**src/rtl/lsmt_pkg.sv**
```systemverilog
// Shared constants, table word layouts and controller/datapath command types
// for the linear sieve Mobius/totient unit. No dependencies.
package lsmt_pkg;

   localparam int MAX_LIMIT   = 4096;
   localparam int PRIME_SLOTS = 1024;

   localparam int IDX_W  = $clog2(MAX_LIMIT + 1);
   localparam int TBL_D  = MAX_LIMIT + 1;
   localparam int PC_W   = $clog2(PRIME_SLOTS + 1);
   localparam int PA_W   = $clog2(PRIME_SLOTS);
   localparam int PROD_W = 2 * IDX_W;
   localparam int MU_W   = 2;
   localparam int PHI_W  = 12;
   localparam int MSUM_W = 14;
   localparam int TSUM_W = 24;

   localparam logic [IDX_W-1:0] LIMIT_MAX   = IDX_W'(MAX_LIMIT);
   localparam logic [IDX_W-1:0] LIMIT_RESET = IDX_W'(MAX_LIMIT);
   localparam logic [PC_W-1:0]  SLOTS_FULL  = PC_W'(PRIME_SLOTS);

   localparam logic ACT_BUILD = 1'b0;
   localparam logic ACT_QUERY = 1'b1;

   localparam logic STATUS_OK    = 1'b0;
   localparam logic STATUS_RANGE = 1'b1;

   localparam logic [MU_W-1:0] MU_ZERO = 2'b00;
   localparam logic [MU_W-1:0] MU_POS  = 2'b01;
   localparam logic [MU_W-1:0] MU_NEG  = 2'b11;

   typedef struct packed {
      logic             comp;
      logic [MU_W-1:0]  mu;
      logic [PHI_W-1:0] phi;
      logic [IDX_W-1:0] lpf;
   } sieve_word_type;

   typedef struct packed {
      logic [MSUM_W-1:0] msum;
      logic [TSUM_W-1:0] tsum;
   } pfx_word_type;

   typedef struct packed {
      logic query;
      logic bld_start;
      logic clr_wr;
      logic rd_i;
      logic chk;
      logic mul;
      logic mark;
      logic wr_m;
      logic next_i;
      logic pfx_init;
      logic p_rd;
      logic p_acc;
      logic done;
   } ctl_cmd_type;

   typedef struct packed {
      logic clr_last;
      logic i_over;
      logic j_ok;
      logic prod_over;
      logic div;
      logic k_over;
   } dp_status_type;

endpackage

```
**src/rtl/lsmt_ctrl.sv**
```systemverilog
// Build sequencer and query issue for the sieve unit.
// Depends on lsmt_pkg for command and status types.
module lsmt_ctrl (
   input  logic                  clock,
   input  logic                  reset,
   input  logic                  start,
   input  logic                  req_action,
   input  lsmt_pkg::dp_status_type sts,
   output logic                  busy,
   output lsmt_pkg::ctl_cmd_type cmd
);
   import lsmt_pkg::*;

   typedef enum logic [3:0] {
      ST_IDLE,
      ST_CLEAR,
      ST_RDI,
      ST_CHK,
      ST_RDP,
      ST_MUL,
      ST_MARK,
      ST_WR,
      ST_PRD,
      ST_PACC,
      ST_DONE
   } state_type;

   state_type state_ff;
   state_type state_in;

   assign busy = (state_ff != ST_IDLE);

   always_comb begin
      cmd      = '0;
      state_in = state_ff;
      unique case (state_ff)
         ST_IDLE: begin
            if (start) begin
               if (req_action == ACT_BUILD) begin
                  cmd.bld_start = 1'b1;
                  state_in      = ST_CLEAR;
               end else begin
                  cmd.query = 1'b1;
               end
            end
         end
         ST_CLEAR: begin
            cmd.clr_wr = 1'b1;
            if (sts.clr_last) begin
               state_in = ST_RDI;
            end
         end
         ST_RDI: begin
            if (sts.i_over) begin
               cmd.pfx_init = 1'b1;
               state_in     = ST_PRD;
            end else begin
               cmd.rd_i = 1'b1;
               state_in = ST_CHK;
            end
         end
         ST_CHK: begin
            cmd.chk  = 1'b1;
            state_in = ST_RDP;
         end
         ST_RDP: begin
            if (sts.j_ok) begin
               state_in = ST_MUL;
            end else begin
               cmd.next_i = 1'b1;
               state_in   = ST_RDI;
            end
         end
         ST_MUL: begin
            cmd.mul  = 1'b1;
            state_in = ST_MARK;
         end
         ST_MARK: begin
            if (sts.prod_over) begin
               cmd.next_i = 1'b1;
               state_in   = ST_RDI;
            end else begin
               cmd.mark = 1'b1;
               state_in = ST_WR;
            end
         end
         ST_WR: begin
            cmd.wr_m = 1'b1;
            if (sts.div) begin
               cmd.next_i = 1'b1;
               state_in   = ST_RDI;
            end else begin
               state_in = ST_RDP;
            end
         end
         ST_PRD: begin
            if (sts.k_over) begin
               state_in = ST_DONE;
            end else begin
               cmd.p_rd = 1'b1;
               state_in = ST_PACC;
            end
         end
         ST_PACC: begin
            cmd.p_acc = 1'b1;
            state_in  = ST_PRD;
         end
         ST_DONE: begin
            cmd.done = 1'b1;
            state_in = ST_IDLE;
         end
         default: begin
            state_in = ST_IDLE;
         end
      endcase
   end

   always_ff @(posedge clock) begin
      if (reset) begin
         state_ff <= ST_IDLE;
      end else begin
         state_ff <= state_in;
      end
   end

endmodule

```
**config.mk**
```make
export PLATFORM = sky130hd
export DESIGN_NAME = lsmt_ctrl
export DESIGN_NICKNAME = d
export VERILOG_FILES = /design/src/rtl/lsmt_pkg.sv /design/src/rtl/lsmt_ctrl.sv
export SDC_FILE = /design/constraint.sdc
export NUM_CORES = 1
export LEC_CHECK = 0
export BUFFER_PORTS_ARGS = -buffer_cell sky130_fd_sc_hd__buf_2
export CAP_MARGIN = 20
export CELL_PAD_IN_SITES_DETAIL_PLACEMENT = 1
export CELL_PAD_IN_SITES_GLOBAL_PLACEMENT = 1
export CORE_UTILIZATION = 31
export DETAILED_ROUTE_END_ITERATION = 8
export PLACE_DENSITY = 0.79
export SETUP_SLACK_MARGIN = 0.15
export SYNTH_ARGS = -nofsm -noshare
export SYNTH_HDL_FRONTEND = slang
export SYNTH_SLANG_ARGS = --single-unit
```
**constraint.sdc**
```tcl
create_clock -name clock -period 3.25 [get_ports clock]
set_input_delay 0.1625 -clock clock [delete_from_list [all_inputs] [get_ports clock]]
set_output_delay 0.1625 -clock clock [all_outputs]
set_load 0.05 [all_outputs]
```
==> summary.md, run 1 <==
The largest registers in the layout are state_ff: 4 flops. Summed over all failing endpoints, the final setup total negative slack is 0 ns. The worst setup path is captured at an output port. The tools report the overall power as 0.246 mW. The first global-routing pass estimated 1.86 mm of wire. The count of buffers inserted at the top-level ports was 23; the critical path data required time was 3.09 ns.

The max-slew violation count was 0; the width of the die was 40.7 um. In this run, synthesis produced a sequential element count of 4. The tools report the critical path launch point type as a register. Counting flops with an async set or reset pin after synthesis yields a share of 0%. The total of cells resized after clock tree synthesis is 0. For this design the top-level I/O count stands at 24.

The number of failing hold endpoints at the final stage came out at 0. The tools report the final antenna diode count as 0. The cell sitting at the root of the clock tree is a clkbuf_4.

At the later pin of the worst-skew pair, clock insertion delay measures 0.23 ns. Subtracting the final worst setup slack from the clock period gives 1.91 ns. The final layout net count came out at 94. In this run, synthesis inferred 0 flip-flops with an integrated enable. For the gate count of the mapped netlist, the log shows 60.

The logs give 1660 um2 for the area of the die and 525 MHz for the maximum operating frequency. The register with the most flip-flops in the layout has 4 of them. The synthesized design spends more area on one cell type than any other, namely dfxtp_1.

By area the synthesized netlist is led by dfxtp_1 17%, nand2b_1 6.7%, a2111oi_4 5.9%, nor4_2 5.4%, nor2_1 4.9%. The tools report the overall fraction of global-route tracks in use as 17.5%. Buffers inserted during clock tree synthesis total 3. The logs give 249 uV for the worst vdd rail ir drop and 2 for the number of DRC markers after the initial detailed-route iteration.

In the synthesized netlist the dominant register cell turns out to be dfxtp_1. The area of the mapped netlist was 464 um2. Hold repair after CTS inserted 0 buffers. Counting flops per register, the top entry is state_ff. The row count is 13. Peak fanout along the critical path: 21.

nor2_1 is the most common cell in the netlist. The total overflow reported by the global router was 0; the final-report setup violation count was 0. The area growth from synthesis to final layout is 28.0%, and the number of max-cap violations is 0. The tools report the number of global-route vias before repair as 422.

Setup repair after global routing left no endpoint under its margin. The pin count of the biggest net entering global routing was 22. Synthesis instantiated 28 different standard cells from the library. The antenna violation net count after detailed routing is 0, and the portion of the post-synthesis area used by sequential elements is 17.3%. The average wire per standard cell works out to 13.5 um. The run finished with clean final reports. The worst pin sits at a relative slew slack of 59.2%. The die is 40.7 um tall. During synthesis, Yosys emitted a total of 0 warnings. Counting along the longest clock path gives a buffer depth of 2. Average cell area after synthesis: 7.74 um2.

The min-delay analysis places its worst path in the category in -> reg. Summed over its instances, the top area cell type makes up 17.3% of the synthesized netlist area. Before antenna repair, the detailed router went through 3 iterations.

At the end of the flow the core is filled with cells to 44.0%. The number of levels in the clock H-tree is 1. The worst setup path is of the reg -> out kind. The post-CTS setup buffer count was 0; the worst slack at placement was 1.53 ns. The analysis attributes to cell leakage a power of 0.288 nW.

For the pin with the worst max-slew slack, the measured transition is 0.611 ns. Routability-driven placement finished with a final weighted congestion of 0.723. Between clock sinks in the finished design, the worst skew comes to 0.00404 ns. The logs give 1.31 mm for the overall routed net length and 34.4% for the initial cell density of the core.

Counting instances in the post-synthesis netlist gives the leading cell types as 6 x nor2_1, 5 x nand2b_1, 4 x a21oi_1, 4 x dfxtp_1, 4 x nor3_1. Summed over all nets, the half-perimeter wirelength after detailed placement is 1.02 mm. When the netlist entered floorplanning its net count stood at 70. For this design the ratio of total power to cell area is 413 nW/um2.

Setup slack closes at 1.34 ns. The ratio of cells with drive above 1 in the final layout was 39.0%; the number of remaining DRC errors was 0. The tree built by TritonCTS fans out to 4 sinks.

TritonCTS built the clock tree. The logs give 1350 um2 for the core box area and 0 for the initial antenna violation count. Via count of the routed design: 513. Via density per instance: 5.29. The data arrival time at the worst-slack endpoint is 1.74 ns.

The final cycle utilization of the critical path was 58.7%; the clock transition time at the flip-flop clock pins of the worst setup and hold paths was 0.04 ns.
cells in the final DEF, fill, tap and decap left out, drive strengths merged, types with 2 or more instances in the layout:
master,n
buf,23
nand3,2
clkbuf,3
inv,2
a21oi,4
and2b,2
nor2b,2
nand2,3
nor4,3
nor3,4
a31oi,2
nor3b,3
dfxtp,4
and3,3
nand2b,5
nor2,6
cells by family after synthesis:
logic type | count (synthesis) | share of synthesized area (%)
AOI/OAI and AO/OA | 12 | 24.3
buffers and inverters | 6 | 7.28
DFF | 4 | 17.3
muxes | 1 | 2.43
and+or+nand+nor | 37 | 48.8
cell type report:
type,count,area (um2)
Timing Repair Buffer,23,115
Inverter,2,7.51
Multi-Input combinational cell,50,350
Clock buffer,3,22.5
Tap cell,15,18.8
Sequential cell,4,80.1
Fill cell,177,756
report_power, final:
group | internal (mW) | switching (mW) | leakage (nW)
clock | 0.0412 | 0.0191 | 0.0138
sequential | 0.0534 | 0.0146 | 0.0325
combinational | 0.0412 | 0.0762 | 0.242
final timing paths:
check                                  from           to  slack [ns]  cells after the start
worst min-delay path                  reset  state_ff[2]        0.19                      2
worst min register to register  state_ff[2]  state_ff[3]        0.65                      1
worst max-delay path            state_ff[1]       cmd[6]        1.34                      3
worst max register to register  state_ff[1]  state_ff[2]        1.53                      3
through the flow:
step | hold WS, ns | instance area, um2 | std cells
floorplan | 0.238 | 464 | 60
global placement | 0.398 | 572 | 94
detailed placement | 0.421 | 572 | 94
CTS | 0.178 | 594 | 97
global route | 0.171 | 594 | 97
finish | 0.186 | 594 | 97
worst max-delay path, cell delays in order, from the launching register on:
cell and delay (ns):
dfxtp_1 0.70, nor2b_1 0.31, nor3b_1 0.21, buf_2 0.29
routing by layer:
layer / up-vias / part of all wire (%) / global-route usage (%)
li1: 265 / - / -
met1: 235 / 49 / 22.0
met2: 11 / 48 / 27.8
met3: 2 / 1.8 / 1.63
met4: 0 / 1.7 / 12.5
met5: - / 0 / 0
(Power assumes the default switching activity.)
==> inputs of run 2 (changes only) <==
Settings changed: CORE_ASPECT_RATIO set to 1.2, CORE_UTILIZATION 31 to 29, PLACE_DENSITY 0.79 to 0.74.
Clock period 3.25 ns to 1.82 ns, I/O delays scaled along.
==> summary.md, run 2 (synthesis results as in run 1) <==
The clock transition time at the flip-flop clock pins of the worst setup and hold paths was 0.03 ns. The worst register-to-register path begins at state_ff[2]. The startpoint identified for the worst hold timing path is reset. The width of the die came out at 38.5 um. The die is 45.8 um tall.

The later pin in the worst-skew pair is clocked with a latency of 0.23 ns. The via count of the routed design is 525, and the number of max-cap violations is 0. Final-report setup violation count: 0. For this design the ratio of total power to cell area is 716 nW/um2. The critical path contains buffers and inverters numbering 2 combined. The number of CTS-inserted buffers was 3; the count of buffers inserted at the top-level ports was 23.

Among all stages on the critical path, the largest delay is contributed by dfxtp_2. Relative to the synthesized area, the layout overhead comes to 36.1%. Clock tree synthesis selected as its root buffer the cell clkbuf_4. The number of DRC markers after the initial detailed-route iteration is 4. The worst slew margin relative to its limit is 63.4%.

The clock net in this run drives a total of 4 sinks. The worst path meets setup with 0.254 ns of slack. The ratio of cells with drive above 1 in the final layout was 47.0%. Prior to clock tree synthesis, the placed netlist has a worst setup slack of 0.324 ns. The max-slew violation count is 0.

The kind of cell with the highest combined delay along the critical path is buffers and inverters. Of the available clock period, the critical path in the final layout requires 86.1%. The analysis attributes to cell leakage a power of 0.301 nW.

The run gives 14 as the pin count of the biggest net entering global routing. Nature of the critical path endpoint: an output port. The repair_antennas step left the layout with diodes totalling 0. The reg2reg setup slack was 0.38 ns. Setup repair after global routing left no endpoint under its margin. The run gives 0 as the antenna violation net count after detailed routing. The first-pass GRT wire length is 1.93 mm, and the worst reg-to-reg path cell count is 3. The flip-flop count of the largest register after layout is 4. STA classifies the critical path startpoint as a register. The die covers 1770 um2. The worst hold path belongs to the class in -> reg.

For the pin with the worst max-slew slack, the measured transition is 0.545 ns. Number of remaining DRC errors: 0. The tools report the number of global-route vias before repair as 466.

Using the TritonRoute via totals, the vias-per-cell ratio works out to 5.25. The final layout contains 95 nets. The number of levels in the clock H-tree was 1; the row count was 15. The core box area is 1460 um2, and the average wire per standard cell is 12.6 um. The overall routed net length was 1.26 mm; the worst clock skew on the final layout was 0.000773 ns. In the layout the commonest cells are 23 x buf_2, 6 x nor2_1, 5 x nand2b_1.

After legalization and detailed placement, the total HPWL measured 1.00 mm. Based on the critical path, the design can be clocked at up to 638 MHz. The logs give 0 for the number of failing hold endpoints at the final stage and 4 for the first-pass iteration count of the detailed router. The total overflow reported by the global router is 0, and the data arrival time at the worst-slack endpoint is 1.48 ns. The maximum clock insertion buffer count was 2; the global placer's final weighted congestion was 0.721. Counting instances, the worst hold path has a depth of 2. Endpoint of the worst-slack reg-to-reg timing path: state_ff[2]. In the final layout, the registers with the most flip-flops are state_ff: 4 flops. 24 I/O pins were placed. The flow ran to the end, and the final reports show no timing, DRC or antenna violations.

The tools report the initial antenna violation count as 0. The tools report the overall fraction of global-route tracks in use as 15.7%. The minimum period implied by the final worst setup slack was 1.57 ns.

The critical path in this run is classified as reg -> out. The tools report the end point of the most critical hold path as state_ff[3]. Leaving out fill and tap cells, the most frequent cell in the layout is buf_2. The initial utilization of the core area, before any placement, comes to 31.7%.

TritonCTS built the clock tree. The largest register by flop count was state_ff. The signal on the critical path passes through buf_4 -> nor2b_1 -> nand2_1 -> nor2_1 -> buf_2. The maximum cell stage delay along the critical path came out at 0.46 ns. The peak fanout along the critical path was 13. VDD sags by at most 425 uV. For the worst setup path, the data required time is 1.73 ns. The number of hold buffers added after CTS was 0. The accumulated negative setup slack was 0 ns.
## run 2: cell count changes in the layout (fill, tap and decap cells not counted), sizes merged
cell,previous run,this run
buf,23,24
## run 2: per-stage QoR
stage | power [mW] | instances | instance area (um2) | utilization (%) | hold slack [ns]
after floorplan | 0.289 | 60 | 479 | - | 0.166
after global placement | 0.333 | 97 | 597 | 40.8 | 0.329
after detailed placement | 0.337 | 97 | 597 | 40.8 | 0.331
after CTS | 0.455 | 100 | 629 | 43.0 | 0.0864
after global routing | 0.482 | 100 | 632 | 43.2 | 0.0912
final | 0.452 | 100 | 632 | 43.2 | 0.0834
## run 2: final cells by class
type / instances / area (um2)
flip-flops and latches: 4 / 83.8
clock buffers: 3 / 22.5
repair buffers: 24 / 123
fillers: 191 / 832
well taps: 17 / 21.3
multi-input cells: 50 / 374
inverters: 2 / 7.51
## run 2: layer usage
layer	wire, um	vias to the layer above	GRT usage [%]
met5	0	-	0
met2	638	16	27.0
met1	544	240	18.0
li1	-	267	-
met3	61	2	2.94
met4	17	0	8.28
## run 2: worst reg2reg max path: stages, from the launching register on
cell and delay (ns):
dfxtp_1 0.51, nand2b_1 0.23, a211o_1 0.32, a2111oi_4 0.28
## run 2: where the power goes
group	switching, mW	total [mW]	internal, mW
Combinational	0.141	0.224	0.0833
Sequential	0.0248	0.122	0.0970
Clock	0.0328	0.106	0.0735
Total	0.198	0.452	0.254
## run 2: worst max-delay path by stage
| stage | start | to | slack, ns | cells past startpoint |
|---|---|---|---|---|
| floorplan | state_ff[3] | cmd[1] | 0.01 | 3 |
| global placement | state_ff[3] | cmd[12] | 0.36 | 3 |
| detailed placement | state_ff[1] | state_ff[0] | 0.32 | 5 |
| CTS | state_ff[0] | cmd[4] | 0.13 | 4 |
| global route | state_ff[1] | cmd[9] | 0.16 | 5 |
| finish | state_ff[1] | cmd[9] | 0.25 | 5 |
## run 2: what timing repair did
item	in CTS	in global routing
buffers inserted	0	0
resized for setup	2	2
endpoints found under the hold margin	0	0
pin swaps	0	1
setup endpoints to repair	4	7
==> inputs of run 3 (changes only) <==
Settings changed: BUFFER_PORTS_ARGS -buffer_cell sky130_fd_sc_hd__buf_2 to unset, CORE_ASPECT_RATIO 1.2 to unset, CORE_UTILIZATION 29 to 35, DONT_BUFFER_PORTS set to 1, PLACE_DENSITY 0.74 to 0.65.
==> summary.md, run 3 (synthesis results as in run 1) <==
The flow ran to the end, and the final reports show no timing, DRC or antenna violations. The first global-routing pass estimated 2.08 mm of wire. The area growth from synthesis to final layout came out at 32.1%. The tools report the maximum operating frequency as 629 MHz.

For flop-to-flop paths, the worst setup slack is 0.32 ns. The startpoint of the worst register-to-register path is state_ff[2]. 24 I/O pins were placed. After detailed routing, the average wire length per cell comes to 15.9 um. The worst slew margin relative to its limit came out at 66.3%. By startpoint and endpoint, the worst setup path is classified as reg -> out.

The minimum period implied by the final worst setup slack is 1.59 ns, and the number of levels in the clock H-tree is 1. Static leakage: 0.259 nW. The logs give 0 for the initial antenna violation count and 475 for the number of global-route vias before repair. The pre-antenna-repair detailed-routing pass consisted of 2 iterations.

At the later pin of the worst-skew pair, clock insertion delay measures 0.24 ns. Of all nets on the critical path, the largest fanout is 9. The run gives 490 as the via count of the routed design.

The share of the core filled with cells in the final layout is 52.4%. The CTS root buffer was clkbuf_4. For this run the aggregate overflow at the end of global routing stands at 0. For the pin with the worst max-slew slack, the measured transition is 0.501 ns.

For the row count, the log shows 12. The worst setup path is captured at an output port. Setup repair after global routing could not meet its margin everywhere.

The register with the most flip-flops in the layout has 4 of them. Initial cell density of the core: 39.6%. The overall routed net length came out at 1.38 mm. The worst hold path belongs to the class in -> reg. The number of CTS-inserted buffers was 3; the number of remaining DRC errors was 0. Setup violations remaining at the end of the flow were counted as 0.

In the final design database the tool counted 85 nets. The post-route netlist has 38.4% of its cells at a drive strength greater than 1. Data arrives at the worst endpoint at 1.50 ns.

Core box area: 1170 um2. In this run the remaining antenna-violating nets after routing total 0. The largest register by flop count is state_ff.

In the final layout, the registers with the most flip-flops are state_ff: 4 flops. Worst vdd rail ir drop: 471 uV. The tools report the clock sink count as 4. The critical path ends at cmd[0]. The number of failing hold endpoints at the final stage came out at 0. In this run the tool buffered the top-level ports with 0 buffer cells. The most critical setup path has its startpoint at state_ff[2]. After filler insertion, the fill cell instance count of the layout stands at 155. The completed layout was analyzed and its total power is 0.449 mW. The first routing iteration left 4 violations. The pin count of the biggest net entering global routing was 13.

Leaving out fill and tap cells, the most frequent cell in the layout is buf_4. In this run the vertical extent of the chip is 38.4 um. Measured in cells, the most critical reg-to-reg path has a length of 3. Clock-pin slew was measured on the worst setup and hold paths at 0.04 ns.

The endpoint identified for the worst register-to-register timing path is state_ff[2]. Once detailed placement completed, the half-perimeter wirelength came to 997 um. The repair_antennas step left the layout with diodes totalling 0. TritonCTS built the clock tree.

Between clock sinks in the finished design, the worst skew comes to 0.00577 ns. In the layout the commonest cells are 13 x buf_4, 6 x nor2_1, 5 x nand2b_1. The logs give 0 ns for the accumulated negative setup slack and 1.73 ns for the critical path data required time. After layout, the worst path uses 87.3% of the clock period. The areal power density over the cells is 733 nW/um2. The floorplan step set the die width to 38.4 um.

The max-slew violation count is 0, and the area of the die is 1480 um2. The tools report the number of max-cap violations as 0. The clock passes through at most 2 buffers. The run gives 20.5% as the overall fraction of global-route tracks in use. The worst setup path is launched from a register. The via density per instance is 5.63, and the post-CTS setup buffer count is 0. The run gives 0.747 as the global placer's final weighted congestion.
-- run 3: cell types whose count changed in the layout (fill, tap and decap cells not counted) --
| cell | change |
|---|---|
| buf_2 | -23 |
| buf_4 | +12 |
| dlygate4sd3_1 | +1 |
-- run 3: worst max-delay path, cell delays in order, from the launching register on --
cell and delay [ns]:
dfxtp_1 0.40, nor2_1 0.33, and3_1 0.53
-- run 3: area by class of cell --
cell class	count	area (um2)	area share (%)
Multi-Input combinational cell	50	374	61.0
Sequential cell	4	83.8	13.7
Timing Repair Buffer	14	108	17.6
Clock buffer	3	22.5	3.67
Inverter	2	7.51	1.22
Tap cell	14	17.5	2.86
-- run 3: metal layers --
metal / wire, um / GRT usage, % / vias up
met4: 11 / 5.17 / 0
met3: 69 / 5.81 / 2
met5: 0 / 0 / -
li1: - / - / 246
met2: 676 / 36.0 / 17
met1: 625 / 24.1 / 225
-- run 3: worst min path at each step --
stage	endpoint	depth (start not counted)	start	slack (ns)
after CTS	state_ff[0]	1	reset	0.008
after floorplan	state_ff[2]	1	reset	0.17
after global routing	state_ff[0]	1	reset	0.02
after detailed placement	state_ff[2]	1	reset	0.17
after global placement	state_ff[2]	1	reset	0.17
final	state_ff[0]	1	reset	0.02
-- run 3: power breakdown --
part           switching, mW  internal (mW)
logic                  0.140         0.0787
registers             0.0249         0.0970
clock network         0.0351         0.0736
total                  0.200          0.249
-- run 3: timing repair --
item	CTS	global route
endpoints found under the hold margin	3	0
hold buffers	1	0
endpoints found under the setup margin	1	5
gates resized for setup	1	3
-- run 3: per-stage QoR --
stage | instances | worst slack (ns) | instance area [um2] | hold WS, ns
after CTS | 87 | 0.192 | 602 | 0.00787
after global placement | 83 | 0.403 | 568 | 0.167
after floorplan | 60 | 0.0144 | 479 | 0.166
after detailed placement | 83 | 0.360 | 568 | 0.169
after global routing | 87 | 0.143 | 613 | 0.0157
final | 87 | 0.230 | 613 | 0.0193
